==> src/rtl/recurrent_net_step_with_noise_macros.svh <==
// Assertion helpers for the recurrent network step block
`ifndef RECURRENT_NET_STEP_WITH_NOISE_MACROS_SVH
`define RECURRENT_NET_STEP_WITH_NOISE_MACROS_SVH

// Check an implication on every clock edge outside reset
`define RNS_ASSERT_IMP(label, clk, rst_n, ante, cons, msg) \
  label: assert property (@(posedge clk) disable iff (!rst_n) (ante) |-> (cons)) \
    else $error(msg);

// Check an implication in the cycle after the antecedent
`define RNS_ASSERT_NEXT(label, clk, rst_n, ante, cons, msg) \
  label: assert property (@(posedge clk) disable iff (!rst_n) (ante) |=> (cons)) \
    else $error(msg);

`endif

==> src/rtl/rns_pkg.sv <==
`default_nettype none
package rns_pkg;
  localparam int unsigned NeuronCount = 32;
  localparam int unsigned EdgeCount   = 78;
  localparam int unsigned ActW        = 15;
  localparam logic [31:0] GenReset    = 32'h6d2b79f5;
  localparam logic [31:0] SeedMix     = 32'h9e3779b9;
  localparam logic [14:0] ThrReset    = 15'd512;

  typedef enum logic [1:0] {
    REQ_SEED  = 2'd0,
    REQ_STEP  = 2'd1,
    REQ_RECON = 2'd2,
    REQ_NONE  = 2'd3
  } req_e;

  typedef enum logic [0:0] {
    CFG_IDENTITY  = 1'b0,
    CFG_THRESHOLD = 1'b1
  } cfg_e;

  typedef struct packed {
    logic [1:0]  req_type;
    logic [31:0] epoch_or_tick;
    logic [4:0]  sensory_mask;
  } in_word_t;

  typedef struct packed {
    logic [1:0]  brain_class;
    logic [31:0] epoch_now;
    logic [63:0] neuron_levels;
  } out_word_t;

  typedef struct packed {
    logic [4:0] src;
    logic [4:0] dst;
    logic [2:0] sh;
    logic       add;
  } link_t;

  // Sequencer states
  typedef enum logic [3:0] {
    ST_IDLE,
    ST_SEED,
    ST_DECAY_RD,
    ST_DECAY,
    ST_EDGE_RD,
    ST_EDGE,
    ST_FIN_RD,
    ST_FIN,
    ST_COPY_RD,
    ST_COPY,
    ST_OUT_RD,
    ST_OUT,
    ST_EMIT
  } st_e;

  function automatic logic [31:0] xs32(input logic [31:0] v);
    logic [31:0] a;
    logic [31:0] b;
    a = v ^ (v << 13);
    b = a ^ (a >> 17);
    return b ^ (b << 5);
  endfunction

  function automatic link_t mk(input int s, input int d, input int h, input int a);
    link_t l;
    l.src = 5'(s);
    l.dst = 5'(d);
    l.sh  = 3'(h);
    l.add = 1'(a);
    return l;
  endfunction

  function automatic link_t link_at(input logic [6:0] e);
    link_t l;
    l = mk(0, 0, 0, 1);
    unique case (e)
      7'd0: l = mk(0,5,2,1);   7'd1: l = mk(1,6,2,1);   7'd2: l = mk(2,7,2,1);
      7'd3: l = mk(3,8,2,1);   7'd4: l = mk(4,9,2,1);
      7'd5: l = mk(5,6,3,1);   7'd6: l = mk(6,5,3,1);   7'd7: l = mk(6,7,3,1);
      7'd8: l = mk(7,6,3,1);   7'd9: l = mk(7,8,3,1);   7'd10: l = mk(8,7,3,1);
      7'd11: l = mk(8,9,3,1);  7'd12: l = mk(9,8,3,1);  7'd13: l = mk(9,10,3,1);
      7'd14: l = mk(10,9,3,1); 7'd15: l = mk(10,11,3,1); 7'd16: l = mk(11,10,3,1);
      7'd17: l = mk(11,12,3,1); 7'd18: l = mk(12,11,3,1); 7'd19: l = mk(12,5,3,1);
      7'd20: l = mk(5,12,3,1);
      7'd21: l = mk(5,9,4,0);  7'd22: l = mk(6,10,4,0); 7'd23: l = mk(7,11,4,0);
      7'd24: l = mk(8,12,4,0); 7'd25: l = mk(9,5,4,0);  7'd26: l = mk(10,6,4,0);
      7'd27: l = mk(11,7,4,0); 7'd28: l = mk(12,8,4,0);
      7'd29: l = mk(5,13,3,1); 7'd30: l = mk(6,14,3,1); 7'd31: l = mk(7,15,3,1);
      7'd32: l = mk(8,16,3,1); 7'd33: l = mk(9,17,3,1); 7'd34: l = mk(10,18,3,1);
      7'd35: l = mk(11,19,3,1); 7'd36: l = mk(12,20,3,1);
      7'd37: l = mk(13,16,4,1); 7'd38: l = mk(16,19,4,1); 7'd39: l = mk(19,22,4,1);
      7'd40: l = mk(22,13,4,1); 7'd41: l = mk(14,17,4,1); 7'd42: l = mk(17,20,4,1);
      7'd43: l = mk(20,23,4,1); 7'd44: l = mk(23,14,4,1); 7'd45: l = mk(15,18,4,1);
      7'd46: l = mk(18,21,4,1); 7'd47: l = mk(21,24,4,1); 7'd48: l = mk(24,15,4,1);
      7'd49: l = mk(13,20,5,0); 7'd50: l = mk(14,21,5,0); 7'd51: l = mk(15,22,5,0);
      7'd52: l = mk(16,23,5,0); 7'd53: l = mk(17,24,5,0); 7'd54: l = mk(18,13,5,0);
      7'd55: l = mk(25,26,5,1); 7'd56: l = mk(26,27,5,1); 7'd57: l = mk(27,28,5,1);
      7'd58: l = mk(28,25,5,1); 7'd59: l = mk(25,14,5,1); 7'd60: l = mk(26,17,5,1);
      7'd61: l = mk(27,20,5,1); 7'd62: l = mk(28,23,5,1);
      7'd63: l = mk(13,29,3,1); 7'd64: l = mk(16,29,3,1); 7'd65: l = mk(19,29,3,1);
      7'd66: l = mk(22,29,3,1); 7'd67: l = mk(14,30,3,1); 7'd68: l = mk(17,30,3,1);
      7'd69: l = mk(20,30,3,1); 7'd70: l = mk(23,30,3,1); 7'd71: l = mk(15,31,3,1);
      7'd72: l = mk(18,31,3,1); 7'd73: l = mk(21,31,3,1); 7'd74: l = mk(24,31,3,1);
      7'd75: l = mk(29,16,5,1); 7'd76: l = mk(30,19,5,1); 7'd77: l = mk(31,22,5,1);
      default: l = mk(0, 0, 0, 1);
    endcase
    return l;
  endfunction

  function automatic logic [14:0] mag15(input logic signed [14:0] v);
    logic signed [15:0] w;
    w = v;
    if (w < 0) w = -w;
    return 15'(w);
  endfunction

  function automatic logic [1:0] level_of(input logic signed [14:0] v);
    logic [14:0] m;
    m = mag15(v);
    if (m < 15'd128) return 2'd0;
    else if (m < 15'd256) return 2'd1;
    else if (m < 15'd512) return 2'd2;
    return 2'd3;
  endfunction
endpackage
`default_nettype wire

==> src/rtl/rns_ram.sv <==
`default_nettype none
module rns_ram #(
  parameter int unsigned Width = 15,
  parameter int unsigned Depth = 32
) (
  input  wire logic                     clk_i,
  input  wire logic                     we_i,
  input  wire logic [$clog2(Depth)-1:0] waddr_i,
  input  wire logic [Width-1:0]         wdata_i,
  input  wire logic [$clog2(Depth)-1:0] raddr_i,
  output logic      [Width-1:0]         rdata_o
);
  logic [Width-1:0] mem_q [Depth];

  // Write port and registered read
  always_ff @(posedge clk_i) begin
    if (we_i) mem_q[waddr_i] <= wdata_i;
    rdata_o <= mem_q[raddr_i];
  end
endmodule
`default_nettype wire

==> src/rtl/rns_core.sv <==
`default_nettype none
module rns_core #(
  parameter int unsigned NeuronCnt = rns_pkg::NeuronCount
) (
  input  wire logic                clk_i,
  input  wire logic                rst_ni,
  input  wire logic                start_i,
  input  wire rns_pkg::in_word_t   req_i,
  input  wire logic [31:0]         identity_i,
  input  wire logic [14:0]         threshold_i,
  output logic                     busy_o,
  output logic                     done_o,
  output rns_pkg::out_word_t       res_o
);
  import rns_pkg::*;
  localparam int unsigned AW = $clog2(NeuronCnt);

  // Activations in A, next-step accumulators in B
  logic              a_we, b_we;
  logic [AW-1:0]     a_wa, a_ra, b_wa, b_ra;
  logic [ActW-1:0]   a_wd, a_rd;
  logic [17:0]       b_wd, b_rd;

  rns_ram #(.Width(ActW), .Depth(NeuronCnt)) u_act (
    .clk_i, .we_i(a_we), .waddr_i(a_wa), .wdata_i(a_wd), .raddr_i(a_ra), .rdata_o(a_rd));
  rns_ram #(.Width(18), .Depth(NeuronCnt)) u_acc (
    .clk_i, .we_i(b_we), .waddr_i(b_wa), .wdata_i(b_wd), .raddr_i(b_ra), .rdata_o(b_rd));

  st_e              st_q, st_d;
  logic [AW-1:0]    n_q, n_d;
  logic [6:0]       e_q, e_d;
  logic [31:0]      gen_q, gen_d, epoch_q, epoch_d;
  logic [1:0]       cls_q, cls_d;
  logic [3:0]       steps_q, steps_d;
  logic [4:0]       mask_q, mask_d;
  logic [63:0]      lev_q, lev_d;
  logic signed [14:0] mv_q, mv_d, ar_q, ar_d, qu_q, qu_d;
  logic             init_q, init_d;
  logic [31:0]      seed, rnd;
  logic signed [17:0] sum, contrib;
  logic signed [14:0] act_now, nv, sv;
  link_t            lk;

  // Fresh activations after reset read zero until first written
  assign act_now = init_q ? $signed(a_rd) : '0;
  assign rnd     = xs32(gen_q);
  assign lk      = link_at(e_q);
  assign seed    = identity_i ^ (req_i.epoch_or_tick << 16)
                 ^ (req_i.epoch_or_tick >> 7) ^ SeedMix;

  function automatic logic signed [14:0] sat(input logic signed [17:0] v);
    if (v > 18'sd16383) return 15'sd16383;
    if (v < -18'sd16384) return -15'sd16384;
    return 15'(v);
  endfunction

  function automatic logic [1:0] classify(input logic signed [14:0] a29,
      input logic signed [14:0] a30, input logic signed [14:0] a31,
      input logic [14:0] th);
    logic [14:0] m, r, q;
    m = mag15(a29);
    r = mag15(a30);
    q = mag15(a31);
    if (m >= th && m >= r && m >= q) return 2'd1;
    else if (r >= th && r >= q) return 2'd2;
    else if (q >= th) return 2'd3;
    return 2'd0;
  endfunction

  always_ff @(posedge clk_i or negedge rst_ni) begin
    if (!rst_ni) begin
      st_q <= ST_IDLE; n_q <= '0; e_q <= '0; gen_q <= GenReset; epoch_q <= '0;
      cls_q <= '0; steps_q <= '0; mask_q <= '0; lev_q <= '0; init_q <= 1'b0;
      mv_q <= '0; ar_q <= '0; qu_q <= '0;
    end else begin
      st_q <= st_d; n_q <= n_d; e_q <= e_d; gen_q <= gen_d; epoch_q <= epoch_d;
      cls_q <= cls_d; steps_q <= steps_d; mask_q <= mask_d; lev_q <= lev_d;
      init_q <= init_d; mv_q <= mv_d; ar_q <= ar_d; qu_q <= qu_d;
    end
  end

  // Sequence seed, decay, edge, finish and level sweeps
  always_comb begin
    st_d = st_q; n_d = n_q; e_d = e_q; gen_d = gen_q; epoch_d = epoch_q;
    cls_d = cls_q; steps_d = steps_q; mask_d = mask_q; lev_d = lev_q;
    init_d = init_q; mv_d = mv_q; ar_d = ar_q; qu_d = qu_q;
    a_we = 1'b0; a_wa = n_q; a_wd = '0; a_ra = n_q;
    b_we = 1'b0; b_wa = n_q; b_wd = '0; b_ra = n_q;
    sum = '0; contrib = '0; nv = '0; sv = '0;
    done_o = 1'b0;
    unique case (st_q)
      ST_IDLE: begin
        if (start_i) begin
          n_d = '0; mask_d = req_i.sensory_mask;
          unique case (req_e'(req_i.req_type))
            REQ_SEED: begin
              gen_d = (seed == '0) ? GenReset : seed;
              epoch_d = req_i.epoch_or_tick; steps_d = '0; st_d = ST_SEED;
            end
            REQ_RECON: begin
              gen_d = identity_i ^ ({3'b0, req_i.epoch_or_tick[31:3]} << 16)
                    ^ ({3'b0, req_i.epoch_or_tick[31:3]} >> 7) ^ SeedMix;
              if (gen_d == '0) gen_d = GenReset;
              epoch_d = {3'b0, req_i.epoch_or_tick[31:3]};
              steps_d = {1'b0, req_i.epoch_or_tick[2:0]} + 4'd1;
              st_d = ST_SEED;
            end
            REQ_STEP: begin steps_d = 4'd1; st_d = ST_DECAY_RD; end
            REQ_NONE: st_d = ST_OUT_RD;
            default: st_d = ST_OUT_RD;
          endcase
        end
      end
      // Fill activations with random values, one neuron a cycle
      ST_SEED: begin
        gen_d = rnd;
        if (n_q >= AW'(25) && n_q <= AW'(28))
          nv = 15'(18'(2) * ($signed({7'b0, rnd[10:0]}) - 18'sd1024));
        else nv = 15'($signed({6'b0, rnd[8:0]}) - 15'sd256);
        a_we = 1'b1; a_wd = nv;
        if (n_q == AW'(29)) mv_d = nv;
        if (n_q == AW'(30)) ar_d = nv;
        if (n_q == AW'(31)) qu_d = nv;
        n_d = n_q + 1'b1;
        if (n_q == AW'(NeuronCnt - 1)) begin
          init_d = 1'b1;
          cls_d = classify(mv_q, ar_q, nv, threshold_i);
          st_d = (steps_q == '0) ? ST_OUT_RD : ST_DECAY_RD;
        end
      end
      ST_DECAY_RD: begin a_ra = n_q; st_d = ST_DECAY; end
      ST_DECAY: begin
        b_we = 1'b1;
        b_wd = 18'(act_now >>> 1) + 18'(act_now >>> 2);
        if (n_q == AW'(NeuronCnt - 1)) begin
          e_d = '0; st_d = ST_EDGE_RD; n_d = '0;
        end else begin
          n_d = n_q + 1'b1; a_ra = n_q + 1'b1; st_d = ST_DECAY;
        end
      end
      // Each edge: read source and destination accumulator, then update
      ST_EDGE_RD: begin a_ra = lk.src; b_ra = lk.dst; st_d = ST_EDGE; end
      ST_EDGE: begin
        contrib = 18'(act_now >>> lk.sh);
        sum = lk.add ? $signed(b_rd) + contrib : $signed(b_rd) - contrib;
        b_we = 1'b1; b_wa = lk.dst; b_wd = sum;
        e_d = e_q + 1'b1;
        if (e_q == 7'(EdgeCount - 1)) begin n_d = '0; st_d = ST_FIN_RD; end
        else st_d = ST_EDGE_RD;
      end
      ST_FIN_RD: begin b_ra = n_q; st_d = ST_FIN; end
      // Drive, noise and saturation, written back to the activations
      ST_FIN: begin
        gen_d = rnd;
        sum = $signed(b_rd) + 18'($signed({1'b0, rnd[4:0]}) - 7'sd16);
        if (n_q < AW'(5) && mask_q[3'(n_q)]) sum = sum + 18'sd4096;
        sv = sat(sum);
        a_we = 1'b1; a_wd = sv;
        if (n_q == AW'(29)) mv_d = sv;
        if (n_q == AW'(30)) ar_d = sv;
        if (n_q == AW'(31)) qu_d = sv;
        n_d = n_q + 1'b1;
        if (n_q == AW'(NeuronCnt - 1)) begin
          init_d = 1'b1;
          epoch_d = epoch_q + 32'd1;
          cls_d = classify(mv_q, ar_q, sv, threshold_i);
          steps_d = steps_q - 4'd1;
          st_d = (steps_q == 4'd1) ? ST_OUT_RD : ST_DECAY_RD;
        end else st_d = ST_FIN_RD;
      end
      ST_COPY_RD: st_d = ST_OUT_RD;
      ST_COPY: st_d = ST_OUT_RD;
      ST_OUT_RD: begin n_d = '0; a_ra = '0; st_d = ST_OUT; end
      // Gather levels one neuron a cycle
      ST_OUT: begin
        lev_d[2*n_q +: 2] = level_of(act_now);
        n_d = n_q + 1'b1; a_ra = n_q + 1'b1;
        if (n_q == AW'(NeuronCnt - 1)) st_d = ST_EMIT;
      end
      ST_EMIT: begin done_o = 1'b1; st_d = ST_IDLE; end
      default: st_d = ST_IDLE;
    endcase
  end

  assign busy_o = (st_q != ST_IDLE);
  assign res_o.brain_class   = cls_q;
  assign res_o.epoch_now     = epoch_q;
  assign res_o.neuron_levels = lev_q;
endmodule
`default_nettype wire

==> src/rtl/recurrent_net_step_with_noise.sv <==
// Channel | Dir | Handshake           | Word
// in      | in  | in_valid_i/in_stall_o | in_word_t
// out     | out | out_valid_o/out_stall_i | out_word_t
// cfg     | in  | cfg_valid_i/cfg_ready_o | index, data
// One word at a time. Seed: fill activations with random values. Step: decay sweep,
// edge sweep (read, then update, per edge) and finish sweep, one read a cycle on each
// RAM. Reconstruct: fill plus 1 to 8 steps. Levels are then gathered and loaded into
// the output register. Reset clears control state; activation RAM reads as zero until
// the first seed or step writes it. A held result stalls intake until taken.
`default_nettype none
module recurrent_net_step_with_noise #(
  parameter int unsigned NeuronCnt = rns_pkg::NeuronCount
) (
  input  wire logic               clk_i,
  input  wire logic               rst_ni,
  input  wire logic               in_valid_i,
  output logic                    in_stall_o,
  input  wire rns_pkg::in_word_t  in_word_i,
  output logic                    out_valid_o,
  input  wire logic               out_stall_i,
  output rns_pkg::out_word_t      out_word_o,
  input  wire logic               cfg_valid_i,
  output logic                    cfg_ready_o,
  input  wire logic [0:0]         cfg_index_i,
  input  wire logic [31:0]        cfg_data_i
);
  import rns_pkg::*;
  `include "recurrent_net_step_with_noise_macros.svh"

  logic [31:0] ident_q;
  logic [14:0] thr_q;
  logic        busy, done, start, ov_q;
  out_word_t   res, ow_q;

  assign cfg_ready_o = 1'b1;
  // Hold the register file
  always_ff @(posedge clk_i or negedge rst_ni) begin
    if (!rst_ni) begin
      ident_q <= '0; thr_q <= ThrReset;
    end else if (cfg_valid_i) begin
      unique case (cfg_e'(cfg_index_i))
        CFG_IDENTITY:  ident_q <= cfg_data_i;
        CFG_THRESHOLD: thr_q <= cfg_data_i[14:0];
        default: ;
      endcase
    end
  end

  assign in_stall_o = busy | ov_q;
  assign start = in_valid_i & ~in_stall_o;

  rns_core #(.NeuronCnt(NeuronCnt)) u_core (
    .clk_i, .rst_ni, .start_i(start), .req_i(in_word_i), .identity_i(ident_q),
    .threshold_i(thr_q), .busy_o(busy), .done_o(done), .res_o(res));

  // Output register, held while stalled
  always_ff @(posedge clk_i or negedge rst_ni) begin
    if (!rst_ni) ov_q <= 1'b0;
    else if (done) ov_q <= 1'b1;
    else if (!out_stall_i) ov_q <= 1'b0;
  end
  always_ff @(posedge clk_i) begin
    if (done) ow_q <= res;
  end
  assign out_valid_o = ov_q;
  assign out_word_o  = ow_q;

  `RNS_ASSERT_IMP(a_no_start_busy, clk_i, rst_ni, start, !busy && !ov_q, "start while busy")
  `RNS_ASSERT_NEXT(a_done_valid, clk_i, rst_ni, done, out_valid_o, "result lost")
  `RNS_ASSERT_IMP(a_done_free, clk_i, rst_ni, done, !ov_q, "result overwritten")
endmodule
`default_nettype wire

==> config.mk <==
export PLATFORM = sky130hd
export DESIGN_NAME = recurrent_net_step_with_noise
export DESIGN_NICKNAME = d
export VERILOG_FILES = /design/src/rtl/rns_pkg.sv /design/src/rtl/rns_ram.sv /design/src/rtl/rns_core.sv /design/src/rtl/recurrent_net_step_with_noise.sv
export VERILOG_INCLUDE_DIRS = /design/src /design/src/rtl
export SDC_FILE = /design/constraint.sdc
export NUM_CORES = 2
export LEC_CHECK = 0
export BUFFER_PORTS_ARGS = -buffer_cell sky130_fd_sc_hd__buf_2
export CAP_MARGIN = 20
export CELL_PAD_IN_SITES_DETAIL_PLACEMENT = 1
export CELL_PAD_IN_SITES_GLOBAL_PLACEMENT = 2
export CORE_ASPECT_RATIO = 1.25
export CORE_MARGIN = 2
export CORE_UTILIZATION = 40
export DETAILED_ROUTE_END_ITERATION = 8
export PLACE_DENSITY = 0.83
export SYNTH_ARGS = -nofsm -noshare
export SYNTH_HDL_FRONTEND = slang
export SYNTH_SLANG_ARGS = --single-unit
==> constraint.sdc <==
create_clock -name clk_i -period 8.81 [get_ports clk_i]
set_input_delay 1.762 -clock clk_i [delete_from_list [all_inputs] [get_ports clk_i]]
set_output_delay 1.762 -clock clk_i [all_outputs]
set_load 0.005 [all_outputs]
# After elaboration in Yosys (flattened, before gate mapping)
# Memory sizes are Yosys's and may differ from the RTL's. A register that Yosys moved wholly into a read port is not among the register bits.
# Cells that the tools add are included.
[classes]
n_addsub = 19
magnitude_cmp = 26
eq_ne = 33
shift = 3
n_mux = 115
n_bitwise = 13
reduce_logical = 37
[ops]
columns = ["operator", "n"]
rows = [
  ["2-to-1 mux 15 bit", 28],
  ["case mux 32 bit (2 select lines)", 4],
  ["greater-or-equal comparator 15 bit", 12],
  ["2-to-1 mux 32 bit", 5],
  ["XOR 32 bit", 4],
  ["case mux 15 bit (2 select lines)", 3],
  ["less-than comparator 15 x 1 -> 1 bit (second input constant)", 5],
  ["negation 15 bit", 5],
  ["bitwise mux 64 bit", 1],
  ["zero test 32 bit", 2],
  ["variable shift 2 x 34 -> 64 bit (first input constant)", 1],
  ["variable part select 2 x 34 -> 64 bit", 1],
  ["2-to-1 mux 18 bit", 3],
  ["case mux 4 bit (11 select lines)", 1],
  ["NOT 20 bit", 2],
  ["adder 18 bit", 2],
  ["case mux 18 bit (2 select lines)", 1],
  ["negation 6 -> 34 bit", 1],
  ["adder 32 x 1 -> 32 bit (second input constant)", 1],
  ["2-to-1 mux 2 bit", 16],
  ["2-to-1 mux 4 bit", 8],
  ["XOR 32 x 15 -> 32 bit", 1],
  ["XOR 32 x 22 -> 32 bit", 1],
  ["XOR 32 x 25 -> 32 bit", 1],
  ["57 further kinds", 137],
]
[word_totals]
regBits = 332
ramBits = 1056
mem_bits_ro = 1792
inputBits = 77
out_inout_bits = 101
n_memories = 3
[memory_table]
columns = ["name", "words", "width", "read_ports", "rd_clocked_by_memory_dff", "write_ports", "line_no", "source"]
rows = [
  ["(name not given)", 128, 14, 1, 0, 0, "rns_pkg.sv:78", "unique case (e)"],
  ["u_core.u_acc.mem_q", 32, 18, 1, 1, 1, "rns_ram.sv:13", "logic [Width-1:0] mem_q [Depth];"],
  ["u_core.u_act.mem_q", 32, 15, 1, 1, 1, "rns_ram.sv:13", ""],
]

# Logic depth before layout (Yosys ltp)
[depth]
word_depth = 29
depth_mapped = 36
depth_no_buf = 36

# Hierarchy
# Synthesis repeated with hierarchy kept, for this count alone.
[hier_totals]
hier_cells = 5340
hier_area_um2 = 68539.5
[modules_own_cells]
columns = ["mod", "n_inst", "cells_each", "area_per_inst_um2", "seq_area_each_um2"]
rows = [
  ["rns_ram (u_core.u_acc)", 1, 1278, 23050.9, 17656.9],
  ["rns_core", 1, 2781, 21358.0, 4679.5],
  ["rns_ram (u_core.u_act)", 1, 1075, 19208.4, 14714.1],
  ["recurrent_net_step_with_noise", 1, 206, 4922.2, 4145.2],
]

# Worst setup path before layout
# OpenSTA, ideal clock, no wires.
[synth_timing]
path_kind = "register to register"
start = "register u_core.gen_q[7]"
end = "register u_core.cls_q[0]"
setup_time_ns = 0.119
t_arrival_ns = 7.850
path_slack_ns = 0.841
path_stages_with_launch = 34
n_path_buf = 2
synth_period_minus_slack_ns = 7.969
cell_sequence = "dfstp_2 xor2_1 xor2_1 ha_1 clkbuf_1 o21ai_0 a222oi_1 a21oi_1 xor2_1 inv_2 ha_1 nor2b_1 a41o_1 a2111oi_4 clkbuf_1 o21ai_0 ha_1 o21ai_0 inv_1 ha_1 a21o_1 a21o_1 a21o_1 a21o_1 a21o_1 a21o_1 a21o_1 a21o_1 a21o_1 a21o_1 a211oi_1 o21ai_0 nor2b_1 o21a_1"
[synth_via]
elab_chain_cells = 28
word_cells_on_any_way = 62
cone_classes = "7 x add/sub; 10 x order compare; 38 x mux; 3 x bitwise; 4 x reduce/logical"
[synth_lines]
columns = ["element", "line_no", "source"]
rows = [
  ["from (decl)", "rns_core.sv:32", "logic [31:0] gen_q, gen_d, epoch_q, epoch_d;"],
  ["from (signal assigned)", "rns_core.sv:72", "st_q <= ST_IDLE; n_q <= '0; e_q <= '0; gen_q <= GenReset; epoch_q <= '0;"],
  ["from (signal assigned)", "rns_core.sv:76", "st_q <= st_d; n_q <= n_d; e_q <= e_d; gen_q <= gen_d; epoch_q <= epoch_d;"],
  ["XOR 32 bit *", "rns_pkg.sv:61", "a = v ^ (v << 13);"],
  ["XOR 32 x 15 -> 32 bit *", "rns_pkg.sv:62", "b = a ^ (a >> 17);"],
  ["XOR 32 bit *", "rns_pkg.sv:63", "return b ^ (b << 5);"],
  ["subtractor 5 x 5 -> 6 bit", "rns_core.sv:155", "sum = $signed(b_rd) + 18'($signed({1'b0, rnd[4:0]}) - 7'sd16);"],
  ["adder 18 bit", "rns_core.sv:155", ""],
  ["adder 18 x 14 -> 18 bit", "rns_core.sv:156", "if (n_q < AW'(5) && mask_q[3'(n_q)]) sum = sum + 18'sd4096;"],
  ["2-to-1 mux 18 bit", "rns_core.sv:156", ""],
  ["2-to-1 mux 18 bit", "rns_core.sv:91", "unique case (st_q)"],
  ["(+12 left out)", "--", ""],
  ["2-to-1 mux 1 bit or logical AND 1 bit (tied branches)", "rns_core.sv:66, rns_core.sv:65", ""],
  ["2-to-1 mux 1 bit", "rns_core.sv:65", "else if (r >= th && r >= q) return 2'd2;"],
  ["2-to-1 mux 1 bit", "rns_core.sv:64", "if (m >= th && m >= r && m >= q) return 2'd1;"],
  ["2-to-1 mux 1 bit", "rns_core.sv:163", "if (n_q == AW'(NeuronCnt - 1)) begin"],
  ["2-to-1 mux 1 bit", "rns_core.sv:91", ""],
  ["2-to-1 mux 2 bit", "rns_core.sv:67", "return 2'd0;"],
  ["2-to-1 mux 2 bit", "rns_core.sv:163", ""],
  ["case mux 2 bit (2 select lines) *", "rns_core.sv:91", ""],
  ["to (signal assigned)", "rns_core.sv:77", "cls_q <= cls_d; steps_q <= steps_d; mask_q <= mask_d; lev_q <= lev_d;"],
  ["to (decl)", "rns_core.sv:33", "logic [1:0] cls_q, cls_d;"],
]
# Every way passes the cells marked *; elsewhere a longest branch is shown, timed or not. The select of a mux whose other input is x is not followed.
# A chain may end at the register's enable or synchronous reset.

# Worst setup path in the final report
[layout_timing]
start = "register u_core.gen_q[6]"
end = "register u_core.cls_q[0]"
# Same word-level chain as after synthesis.

==> report_table.html <==
<table>
<tr><th>Metric</th><th>Value</th></tr>
<tr><th colspan="2">Logic synthesis</th></tr>
<tr><td>Number of synthesized flops with an enable pin</td><td>1154</td></tr>
<tr><td>Sequential cell area fraction in the yosys report</td><td>60.4%</td></tr>
<tr><td>Post-synthesis cell type count</td><td>90</td></tr>
<tr><td>Cell type with the highest aggregate area in the netlist</td><td>sky130_fd_sc_hd__edfxtp_1</td></tr>
<tr><td>Top_reg_cell synth</td><td>sky130_fd_sc_hd__edfxtp_1</td></tr>
<tr><td>Number of instances in the synthesized netlist</td><td>5377</td></tr>
<tr><td>#FFs+latches synth</td><td>1421</td></tr>
<tr><td>Fraction of synthesized cell area taken by the top area cell type</td><td>about half</td></tr>
<tr><td>Mapped Avg Cell Area</td><td>between 10 and 15 um^2</td></tr>
<tr><td>Synth Cell Area</td><td>68200 um^2</td></tr>
<tr><td>Proportion of register bits with asynchronous set or reset after synthesis</td><td>16.5%</td></tr>
<tr><td>Leading post-synthesis cells by cell area</td><td>sky130_fd_sc_hd__edfxtp_1 (51%), sky130_fd_sc_hd__dfrtp_1 (7.8%), sky130_fd_sc_hd__mux4_2 (4.8%), sky130_fd_sc_hd__ha_1 (3.9%), sky130_fd_sc_hd__nand2_1 (3.1%)</td></tr>
<tr><td>Number of warnings printed during yosys synthesis</td><td>0</td></tr>
<tr><th colspan="2">Clocking</th></tr>
<tr><td>Post-CTS Hold Buffers</td><td>0</td></tr>
<tr><td>CTS clk-pin slew, worst paths</td><td>60 ps</td></tr>
<tr><td>Cell chosen for the clock root</td><td>sky130_fd_sc_hd__clkbuf_16</td></tr>
<tr><td>Deepest level of the CTS H-tree</td><td>4</td></tr>
<tr><td>Clock latency reported for the late side of the worst-skew pair</td><td>800 ps</td></tr>
<tr><td>TritonCTS sink count</td><td>between 1000 and 1500</td></tr>
<tr><td>Number of buffers added by the clock tree synthesis step</td><td>143</td></tr>
<tr><td>Clock Path Buffers</td><td>3</td></tr>
<tr><td>TritonCTS clock tree</td><td>built</td></tr>
<tr><th colspan="2">Worst setup path</th></tr>
<tr><td>Arrival time reported for the critical path endpoint</td><td>8890 ps</td></tr>
<tr><td>Endpoint of the worst setup timing path</td><td>u_core.cls_q[0]</td></tr>
<tr><td>Critical Path End Type</td><td>register</td></tr>
<tr><td>Stage delay of the slowest cell on the critical path</td><td>580 ps</td></tr>
<tr><td>CP startpoint</td><td>u_core.gen_q[6]</td></tr>
<tr><td>Terminus of the critical flop-to-flop path</td><td>u_core.cls_q[0]</td></tr>
<tr><td>Crit start category</td><td>register</td></tr>
<tr><td>Worst-path fanout max</td><td>9</td></tr>
<tr><td>Data required time of the critical path</td><td>9490 ps</td></tr>
<tr><td>Register-to-Register Setup Slack</td><td>600 ps</td></tr>
<tr><td>Most numerous cell on the critical path</td><td>sky130_fd_sc_hd__a21o_1</td></tr>
<tr><td>Critical path start-end classification</td><td>register to register</td></tr>
<tr><td>Worst-case reg-to-reg path depth</td><td>37</td></tr>
<tr><td>Critical Path Slowest Stage Cell</td><td>sky130_fd_sc_hd__dfstp_2</td></tr>
<tr><td>Worst R2R Start</td><td>u_core.gen_q[6]</td></tr>
<tr><th colspan="2">GRT</th></tr>
<tr><td>Via count of the first global-routing pass</td><td>about 48000</td></tr>
<tr><td>Gr usage total</td><td>23.8%</td></tr>
<tr><td>Wire length of the first global-routing pass</td><td>313 mm</td></tr>
<tr><td>Antenna violations before repair</td><td>12</td></tr>
<tr><td>GRT Residual Overflow</td><td>0</td></tr>
<tr><td>Pin count of the biggest net entering global routing</td><td>around 150</td></tr>
<tr><th colspan="2">Drt</th></tr>
<tr><td>Detailed Routing Iterations Pass 1</td><td>5</td></tr>
<tr><td>Routed WL</td><td>210 mm</td></tr>
<tr><td>Initial drt markers</td><td>3894</td></tr>
<tr><td>Routed Antenna Nets</td><td>0</td></tr>
<tr><td>DR vias</td><td>~46000</td></tr>
<tr><td>Mean routed wirelength per cell</td><td>26.6 um</td></tr>
<tr><td>Post-route DRC</td><td>0</td></tr>
<tr><td>Post-detailed-route via-to-cell ratio</td><td>5.88</td></tr>
<tr><th colspan="2">Run</th></tr>
<tr><td>Max-Cap Viols</td><td>0</td></tr>
<tr><th colspan="2">Timing</th></tr>
<tr><td>Final-layout setup total negative slack</td><td>0 ps</td></tr>
<tr><td>Clock period minus worst slack</td><td>8210 ps</td></tr>
<tr><td>Headroom to the max-slew limit</td><td>23.3%</td></tr>
<tr><td>Final Max Tran Viols</td><td>0</td></tr>
<tr><td>Endpoints failing hold</td><td>0</td></tr>
<tr><td>RSZ-0062 raised after global routing</td><td>false</td></tr>
<tr><td>Post-route clock skew</td><td>30.0 ps</td></tr>
<tr><td>Final period utilization</td><td>93.2%</td></tr>
<tr><td>Setup-failing EPs final</td><td>0</td></tr>
<tr><td>Final Hold Slack</td><td>450 ps</td></tr>
<tr><td>Highest clock rate</td><td>122 MHz</td></tr>
<tr><td>Final worst setup slack</td><td>between 500 and 600 ps</td></tr>
<tr><td>Worst Tran Pin Value</td><td>1150 ps</td></tr>
<tr><th colspan="2">Finish</th></tr>
<tr><td>Commonest non-fill, non-tap cell in the layout</td><td>sky130_fd_sc_hd__edfxtp_1</td></tr>
<tr><td>Fraction of layout instances using a drive strength above 1</td><td>between 15 and 20%</td></tr>
<tr><td>Final Cell Area</td><td>77300 um^2</td></tr>
<tr><td>Filler instances</td><td>17443</td></tr>
<tr><td>Area grow syn2layout</td><td>13.4%</td></tr>
<tr><td>Highest-count cells in the layout ignoring fill and taps</td><td>sky130_fd_sc_hd__edfxtp_1 (1154), sky130_fd_sc_hd__nand2_1 (556), sky130_fd_sc_hd__a21oi_1 (302)</td></tr>
<tr><td>Final nets</td><td>5837</td></tr>
<tr><th colspan="2">Die</th></tr>
<tr><td>Standard-cell rows</td><td>approximately 170</td></tr>
<tr><td>Die Area</td><td>174000 um^2</td></tr>
<tr><td>I/O pin count</td><td>178</td></tr>
<tr><td>Initial cell density of the core</td><td>40.2%</td></tr>
<tr><td>Die boundary width</td><td>about 370 um</td></tr>
<tr><td>Area of the core</td><td>170000 um^2</td></tr>
<tr><td>Die Y-Extent</td><td>466 um</td></tr>
<tr><th colspan="2">Status</th></tr>
<tr><td>Run status</td><td>finished clean</td></tr>
<tr><th colspan="2">Power and ir drop</th></tr>
<tr><td>Largest voltage drop on the vdd net</td><td>0.315 mV</td></tr>
<tr><td>Leakage power</td><td>roughly 28 nW</td></tr>
<tr><td>Cell area power density</td><td>337 nW/um^2</td></tr>
<tr><th colspan="2">Place</th></tr>
<tr><td>Setup WS pre-CTS</td><td>152 ps</td></tr>
<tr><td>Quantity of I/O buffers inserted on ports</td><td>around 180</td></tr>
<tr><td>Placement Cell Area</td><td>slightly above 70000 um^2</td></tr>
<tr><td>GPL Wtd Cong</td><td>slightly below 0.9</td></tr>
<tr><td>Estimated wirelength of the detail-placed design</td><td>139 mm</td></tr>
<tr><th colspan="2">Hold path</th></tr>
<tr><td>Class of the tightest hold or removal check</td><td>register to register</td></tr>
</table>
==> per-stage QoR <==
step	power, mW	instances	util, %
after CTS	26.1	7877	45.5
after floorplan	15.8	5385	-
after global placement	19.6	7615	42.7
after global routing	27.5	7885	45.6
final	26.1	7888	45.6
after detailed placement	19.9	7617	42.7
==> report_power, final <==
group	total (mW)	internal, mW	switching, mW
sequential	8.44	7.93	0.512
clock	6.18	3.46	2.72
combinational	11.5	3.78	7.67
total	26.1	15.2	10.9
==> Yosys cell counts (all sizes together) (59+ instances only) <==
cell type / number
mux2: 171
a21oi: 314
a211oi: 189
nand2: 558
mux4: 145
nand3: 83
ha: 211
o22ai: 59
xnor2: 139
dfrtp: 213
a311oi: 61
edfxtp: 1154
clkbuf: 273
nor2: 301
mux2i: 71
a31oi: 96
inv: 154
xor2: 69
and2: 145
o21ai: 288
==> critical path, delay by kind of cell (launching register included) <==
kind            cells  cell delay, ps
compound gates     20            3880
fa+ha+maj           4            1210
simple gates        5             930
xor+xnor            3             760
buf+inv             5             710
flops               1             580
==> sequential cells by signal, summed over array words and instances, names as in the netlist, 2 cells and up <==
signal                flops
u_core.mv_q              15
u_core.gen_q             32
u_core.u_act.rdata_o     15
thr_q                    15
u_core.ar_q              15
u_core.e_q                7
u_core.epoch_q           32
ident_q                  32
out_word_o               98
u_core.u_act.mem_q      480
u_core.cls_q              2
u_core.steps_q            4
u_core.mask_q             5
u_core.a_wa               5
u_core.u_acc.mem_q      576
u_core.st_q               4
u_core.lev_q             64
u_core.u_acc.rdata_o     18
==> what timing repair did <==
action,in CTS,in global routing
setup endpoints to repair,0,2
resized for setup,0,9
buffers inserted,0,0
==> cells by family after synthesis <==
logic type | after synthesis | share of synthesized area, %
multiplexers | 387 | 8.66
buffers and inverters | 481 | 2.70
AO/OA/AOI/OAI | 1289 | 12.1
adder cells (fa/ha/maj) | 220 | 4.05
flip-flops | 1421 | 60.4
AND/OR/NAND/NOR | 1367 | 9.27
other | 2 | 0.0110
XOR/XNOR | 210 | 2.75
==> worst min path at each step <==
stage                           from  slack [ps]              to  cells after the start
floorplan           u_core.lev_q[28]         420  out_word_o[28]                      0
global placement     u_core.lev_q[7]         430   out_word_o[7]                      0
detailed placement  u_core.lev_q[19]         440  out_word_o[19]                      0
CTS                 u_core.lev_q[45]         450  out_word_o[45]                      0
global route        u_core.lev_q[19]         460  out_word_o[19]                      0
finish               u_core.lev_q[7]         450   out_word_o[7]                      0
==> routing by layer <==
layer	wire length, um	GRT usage (%)	share of wire (%)	up-vias
li1	-	-	-	20641
met2	104000	40.4	50	1344
met1	86700	30.8	41	24031
met3	10300	3.15	4.9	346
met4	8170	9.80	3.9	8
met5	78	0	0.037	-
==> area by class of cell <==
| cell class | count | area [um^2] | share of cell area [%] |
|---|---|---|---|
| tap | 2223 | 2780 | 3.60 |
| clock buffer | 173 | 3810 | 4.94 |
| multi-input combinational | 3483 | 25700 | 33.3 |
| antenna | 4 | 10.0 | 0.0129 |
| timing repair buffer | 339 | 2270 | 2.93 |
| clock inverter | 87 | 918 | 1.19 |
| sequential | 1421 | 41200 | 53.3 |
| inverter | 158 | 593 | 0.767 |
(Power assumes the default switching activity.)
